File: src/dq_pkg.sv
// ----------------------------------------------------------------------------
// dq_pkg: shared types and constants for the double-ended queue
// Transaction structs, operation codes and the internal command format
// passed from the command front end to the execution back end.
// ----------------------------------------------------------------------------
package dq_pkg;

   localparam int unsigned DEFAULT_QUEUE_DEPTH = 1024;
   localparam int unsigned VALUE_W             = 32;

   localparam logic signed [VALUE_W-1:0] EMPTY_ANSWER = -32'sd1;

   typedef enum logic [2:0] {
      OP_PUSH_FRONT = 3'd0,
      OP_PUSH_BACK  = 3'd1,
      OP_POP_FRONT  = 3'd2,
      OP_POP_BACK   = 3'd3,
      OP_SIZE       = 3'd4,
      OP_EMPTY      = 3'd5,
      OP_FRONT      = 3'd6,
      OP_BACK       = 3'd7
   } op_type;

   typedef enum logic [2:0] {
      CMD_PUSH,
      CMD_POP,
      CMD_PEEK,
      CMD_SIZE,
      CMD_EMPTY
   } cmd_kind_type;

   typedef struct packed {
      logic [2:0]                operation;
      logic signed [VALUE_W-1:0] push_value;
   } req_type;

   typedef struct packed {
      logic signed [VALUE_W-1:0] result_value;
      logic                      push_dropped;
   } rsp_type;

   typedef struct packed {
      cmd_kind_type              kind;
      logic                      at_back;
      logic signed [VALUE_W-1:0] value;
   } cmd_type;

endpackage

File: src/dq_front.sv
// ----------------------------------------------------------------------------
// dq_front: command front end
// Accepts request transactions, decodes the operation into a command and
// buffers it in a two-entry queue toward the back end.
// ----------------------------------------------------------------------------
module dq_front (
   input  logic            clock,
   input  logic            reset,
   input  logic            req_valid,
   output logic            req_stall,
   input  dq_pkg::req_type req_data,
   output logic            cmd_valid,
   output dq_pkg::cmd_type cmd_data,
   input  logic            cmd_take
);
   import dq_pkg::*;

   localparam int unsigned SLOTS = 2;

   cmd_type    slot_ff [SLOTS];
   cmd_type    decoded;
   logic       wr_ptr_ff, wr_ptr_in;
   logic       rd_ptr_ff, rd_ptr_in;
   logic [1:0] fill_ff, fill_in;
   logic       accept;
   logic       take;

   always_comb begin
      decoded.value   = req_data.push_value;
      decoded.at_back = 1'b0;
      decoded.kind    = CMD_SIZE;
      case (op_type'(req_data.operation))
         OP_PUSH_FRONT: decoded.kind = CMD_PUSH;
         OP_PUSH_BACK: begin
            decoded.kind    = CMD_PUSH;
            decoded.at_back = 1'b1;
         end
         OP_POP_FRONT: decoded.kind = CMD_POP;
         OP_POP_BACK: begin
            decoded.kind    = CMD_POP;
            decoded.at_back = 1'b1;
         end
         OP_SIZE:  decoded.kind = CMD_SIZE;
         OP_EMPTY: decoded.kind = CMD_EMPTY;
         OP_FRONT: decoded.kind = CMD_PEEK;
         OP_BACK: begin
            decoded.kind    = CMD_PEEK;
            decoded.at_back = 1'b1;
         end
         default: decoded.kind = CMD_SIZE;
      endcase
   end

   assign req_stall = (fill_ff == 2'(SLOTS));
   assign accept    = req_valid && !req_stall;
   assign cmd_valid = (fill_ff != 2'd0);
   assign cmd_data  = slot_ff[rd_ptr_ff];
   assign take      = cmd_take && cmd_valid;

   always_comb begin
      wr_ptr_in = accept ? !wr_ptr_ff : wr_ptr_ff;
      rd_ptr_in = take ? !rd_ptr_ff : rd_ptr_ff;
      fill_in   = fill_ff;
      if (accept && !take) begin
         fill_in = fill_ff + 2'd1;
      end else if (take && !accept) begin
         fill_in = fill_ff - 2'd1;
      end
   end

   always_ff @(posedge clock) begin
      if (reset) begin
         wr_ptr_ff <= 1'b0;
         rd_ptr_ff <= 1'b0;
         fill_ff   <= 2'd0;
      end else begin
         wr_ptr_ff <= wr_ptr_in;
         rd_ptr_ff <= rd_ptr_in;
         fill_ff   <= fill_in;
      end
      if (accept) begin
         slot_ff[wr_ptr_ff] <= decoded;
      end
   end

`ifndef SYNTHESIS
   a_fill_bound: assert property (@(posedge clock) disable iff (reset)
      fill_ff <= 2'(SLOTS))
      else $error("command queue overfilled");

   a_fill_up: assert property (@(posedge clock) disable iff (reset)
      accept && !take |=> fill_ff == $past(fill_ff) + 2'd1)
      else $error("accepted transaction not counted");

   a_fill_down: assert property (@(posedge clock) disable iff (reset)
      take && !accept |=> fill_ff == $past(fill_ff) - 2'd1)
      else $error("taken command not released");
`endif

endmodule

File: config.mk
export PLATFORM = sky130hd
export DESIGN_NAME = dq_front
export DESIGN_NICKNAME = d
export VERILOG_FILES = /design/src/dq_pkg.sv /design/src/dq_front.sv
export SDC_FILE = /design/constraint.sdc
export NUM_CORES = 1
export LEC_CHECK = 0
export BUFFER_PORTS_ARGS = -buffer_cell sky130_fd_sc_hd__buf_2
export CAP_MARGIN = 25
export CORE_ASPECT_RATIO = 0.6
export CORE_UTILIZATION = 53
export DETAILED_ROUTE_END_ITERATION = 7
export HOLD_SLACK_MARGIN = 0.02
export PLACE_DENSITY_LB_ADDON = 0.3
export SLEW_MARGIN = 40
export SYNTH_ARGS = -nofsm -noshare
export SYNTH_HDL_FRONTEND = slang
export SYNTH_SLANG_ARGS = --single-unit
File: constraint.sdc
create_clock -name clock -period 5.6 [get_ports clock]
set_input_delay 0.28 -clock clock [delete_from_list [all_inputs] [get_ports clock]]
set_output_delay 0.28 -clock clock [all_outputs]
set_load 0.1 [all_outputs]
After elaboration in Yosys (flattened, before gate mapping):

Memory sizes are Yosys's and may differ from the RTL's. A register that Yosys moved wholly into a read port is not among the register bits.
Cells that the tools add are included.

* add/subtract/negate cells: 2
* multipliers: 0
* div/mod/pow operators: 0
* order comparisons: 0
* eq/ne operators: 8
* shifts and indexed selects: 0
* mux-type cells: 8
* bitwise gates (word level): 0
* reductions and logical operators: 16

Operator list (count)
* $pmux W3 S5: 1
* $eq A3 B3 Y1 const B: 4
* $eq A3 B2 Y1 const B: 2
* $reduce_or A2 Y1: 3
* $logic_not A1 Y1: 5
* $mux W1: 5
* $logic_and A1 B1 Y1: 4
* $mux W2: 2
* $reduce_bool A2 Y1: 2
* $eq A3 B1 Y1 const B: 1
* $logic_not A3 Y1: 1
* $reduce_or A3 Y1: 1
* $add A2 B1 Y2 const B: 1
* $eq A2 B2 Y1 const B: 1
* $sub A2 B1 Y2 const B: 1

* flip-flop bits (word level): 4
* bits in latches: 0
* bits in writable memories: 72
* memory bits (read-only): 0
* bits of input ports: 39
* logic and storage cells: 38
* memories kept: 1

Memories
* slot_ff: depth 2, bits a word 36, read ports 1, clocked after memory_dff 1, write ports 1, line dq_front.sv:20 `cmd_type slot_ff [SLOTS];`

Depth between registers and ports, before layout:

* depth after elaboration: 7
* depth in mapped cells: 6
* gate-level depth less buffers: 6

Worst setup path before layout:

Ideal clock, no wire load.

* path type: register -> register
* start: register fill_ff[1]
* end: memory slot_ff[1][0] (netlist bit), enable pin
* library setup time: 424 ps
* arrival: 1917 ps
* data required time: 5176 ps
* slack: 3259 ps
* stages on the path, launching flop included: 4
* clock period less this slack: 2341 ps
* cell sequence: dfxtp_1 > nor2b_2 > nor2_1 > and2_1

* word-level cells in the longest chain between the ends: 5

RTL lines
* start: declaration: line dq_front.sv:24 `logic [1:0] fill_ff, fill_in;`
* start signal: assignment: line dq_front.sv:79 `fill_ff <= fill_in;`
* $eq A2 B2 Y1: line dq_front.sv:54 `assign req_stall = (fill_ff == 2'(SLOTS));`
* net req_stall: line dq_front.sv:10 `output logic req_stall,`
* $logic_not A1 Y1: line dq_front.sv:55 `assign accept = req_valid && !req_stall;`
* $logic_and A1 B1 Y1: line dq_front.sv:55
* net accept: line dq_front.sv:25 `logic accept;`
* $mux W1: line dq_front.sv:81 `if (accept) begin`
* $mux W1 (not written as such): line dq_front.sv:82 `slot_ff[wr_ptr_ff] <= decoded;`
* end: declaration: line dq_front.sv:20

The timed path passes the listed nets, and every way through them passes these cells.

Worst setup path in the final report:

* start: register fill_ff[0]
* end: memory slot_ff[0][34] (netlist bit), enable pin

* word-level cells in the longest chain between the ends: 5

RTL lines (line)
* $eq A2 B2 Y1: dq_front.sv:54
* $logic_not A1 Y1: dq_front.sv:55
* $logic_and A1 B1 Y1: dq_front.sv:55
* $mux W1: dq_front.sv:81
* $mux W1 (not written as such): dq_front.sv:82

Every way passes these cells.

==> results.sh <==
export IMPL_hold_crit_path_type="in -> reg"
export IMPL_finalWeightedCongestion=0.6748
export IMPL_route_detailed_vias_per_inst=5.040
export IMPL_placeableCoreArea_um2=5130
export IMPL_critical_path_class="reg -> reg"
export IMPL_crit_end="slot_ff[0][34]"
export IMPL_cts_repair_resized=0
export IMPL_drv_slew=0
export IMPL_final_setup_viol_count=0
export IMPL_most_common_library_cell_in_the_layout_ignoring_fill_and_taps="buf_2"
export IMPL_layout_min_cycle_time_ns=2.055
export IMPL_design_die_area_um2=5692
export IMPL_post_place_ws_ns=3.523
export IMPL_grt_pass1_vias=1520
export IMPL_setup_worst_path_end_class="flip-flop"
export IMPL_area_delta_synth_final_pct=24.55
export IMPL_worst_setup_path_startpoint="fill_ff[0]"
export IMPL_worstReg2RegEnd="slot_ff[0][34]"
export IMPL_arrival_ns=2.08
export IMPL_max_cap_violations=0
export IMPL_clk_root_buffer_cell="clkbuf_8"
export IMPL_grt_max_degree=37
export IMPL_port_buffers=76
export IMPL_ys_warn_count=0
export IMPL_tritoncts="done"
export IMPL_synthDistinctLibCells=19
export IMPL_dp_final_hpwl_um=2897
export IMPL_remaining_global_route_overflow=0
export IMPL_dieHeight_um=58.84
export IMPL_postSynthRegisterBits=77
export IMPL_final_cell_area_um2=3555
export IMPL_rr_worst_depth=4
export IMPL_initialDrtViolationCount=58
export IMPL_numClockSinks=77
export IMPL_ctsLongestPathBuffers=2
export IMPL_drive_gt1_share_pct=56.03
export IMPL_fin_crit_share_pct=36.69
export IMPL_grtUsageTotal_pct=17.05
export IMPL_synthDominantAreaCellType="edfxtp_1"
export IMPL_route_detailed_drc=0
export IMPL_run_status="complete, no violations"
export IMPL_horiz_die_dim_um=96.74
export IMPL_place_area_um2=3301
export IMPL_post_synth_instance_area_um2=2854
export IMPL_mostFrequentLayoutCells="buf_2, edfxtp_1, mux2_2"
export IMPL_vias=1502
export IMPL_maximum_clock_frequency_mhz=486.6
export IMPL_start_util_pct=55.63
export IMPL_synth_top_cell_area_share_pct=75.76
export IMPL_wl_um=4460
export IMPL_ios=77
export IMPL_nets=268
export IMPL_detailedRoute_firstPassIterationCount=4
export IMPL_grt_setup_unrepaired="no"
export IMPL_worst_r2r_startpoint="fill_ff[0]"
export IMPL_synthesis_instances=144
export IMPL_syn_mean_instance_area_um2=19.82
export IMPL_worstPathRequired_ns=5.62
export IMPL_synth_sequential_area_ratio_pct=79.26
export IMPL_worst_slack_ns=3.545
export IMPL_grt_first_pass_wirelength_um=7003
export IMPL_cts_inserted_buffers=9
export IMPL_final_setup_skew_ns=0.006159
export IMPL_worst_skew_pair_late_latency_ns=0.34
export IMPL_finalHoldViolCount=0
export IMPL_setup_total_negative_slack_ns=0
export IMPL_post_drt_wl_per_cell_um=14.97
export IMPL_drt_antenna_net_count=0
export IMPL_max_slew_headroom_pct=57.17
export IMPL_number_of_antenna_cells_inserted=0
export IMPL_regToRegSetupSlack_ns=3.55
export IMPL_core_rowCount=20
export IMPL_crit_fanout=20
export IMPL_grt_antenna_before_repair=0
export IMPL_synth_net_count=184
export IMPL_clock_transition_time_at_the_flip_flop_clock_pins_of_the_worst_setup_and_hold_paths_ns=0.08
export IMPL_timing_worst_slew_pin_value_ns=0.6417
export IMPL_hold_slack_ns=0.1225
export IMPL_hold_buffer_count_at_cts=0
export IMPL_cts_htree_levels=3
export IMPL_cts_setup_buffers=0
export IMPL_setup_worst_path_start_class="flip-flop"
export IMPL_yosys_top_cells_area="edfxtp_1, mux2_2, dfxtp_1, xor2_1, buf_4"
## stage by stage
step	cells	utilization, %
6_report	298	69.29
5_1_grt	298	69.29
4_1_cts	298	69.24
3_5_place_dp	283	64.34
3_3_place_gp	283	64.32
2_1_floorplan	144	-
## worst min-delay path by stage
stage | endpoint | start | slack, ns | depth (start not counted)
finish | slot_ff[0][6] | req_data[6] | 0.12 | 1
global route | slot_ff[0][3] | req_data[3] | 0.11 | 1
CTS | slot_ff[1][3] | req_data[3] | 0.11 | 1
detailed placement | slot_ff[0][16] | req_data[16] | 0.47 | 1
global placement | slot_ff[1][31] | req_data[31] | 0.47 | 1
floorplan | fill_ff[1] | reset | 0.35 | 1
## critical path, cell delays in order, from the launching register on
cell and delay [ns]:
dfxtp_1 0.43, nor2b_2 0.09, or3_1 0.33, inv_1 0.49
buf_4 0.40
## kinds of logic after synthesis
kind of cell | after synthesis | synth area share (%)
buf+inv | 7 | 1.359
flops | 77 | 79.26
simple gates | 13 | 2.499
xor+xnor | 3 | 0.9208
compound gates | 7 | 1.315
fa+ha+maj | 1 | 0.4383
mux | 36 | 14.20
## sequential cells by signal, indices dropped and copies added, names as in the netlist, named ones only
register,count
rd_ptr_ff,1
slot_ff,72
wr_ptr_ff,1
fill_ff,2
## area by class of cell
| type | count | area [um^2] |
|---|---|---|
| timing repair buffer | 77 | 387.9 |
| sequential | 77 | 2266 |
| inverter | 3 | 11.26 |
| multi-input combinational | 60 | 555.5 |
| tap | 66 | 82.58 |
| clock buffer | 10 | 127.6 |
| clock inverter | 5 | 123.9 |
| fill | 339 | 1575 |
## per-layer routing
layer	part of all wire, %	GRT usage, %
met3	8.6	8.551
met1	47	21.68
met4	0.94	7.676
met2	44	24.95
met5	0	0
## cell usage after synthesis
master	number
and3_1	1
nand2b_1	1
o21ai_0	4
xor2_1	3
a21boi_0	1
or3_1	2
buf_2	1
dfxtp_1	5
mux2_2	36
a21oi_1	2
and2_1	2
edfxtp_1	72
buf_4	3
nor2b_2	1
nor2_1	4
inv_1	3
ha_1	1
or2_2	1
nand2_1	1
Power is left out: the tool's default activity adds up to more than one toggle a clock period on the data nets, which glitch-free logic cannot reach.
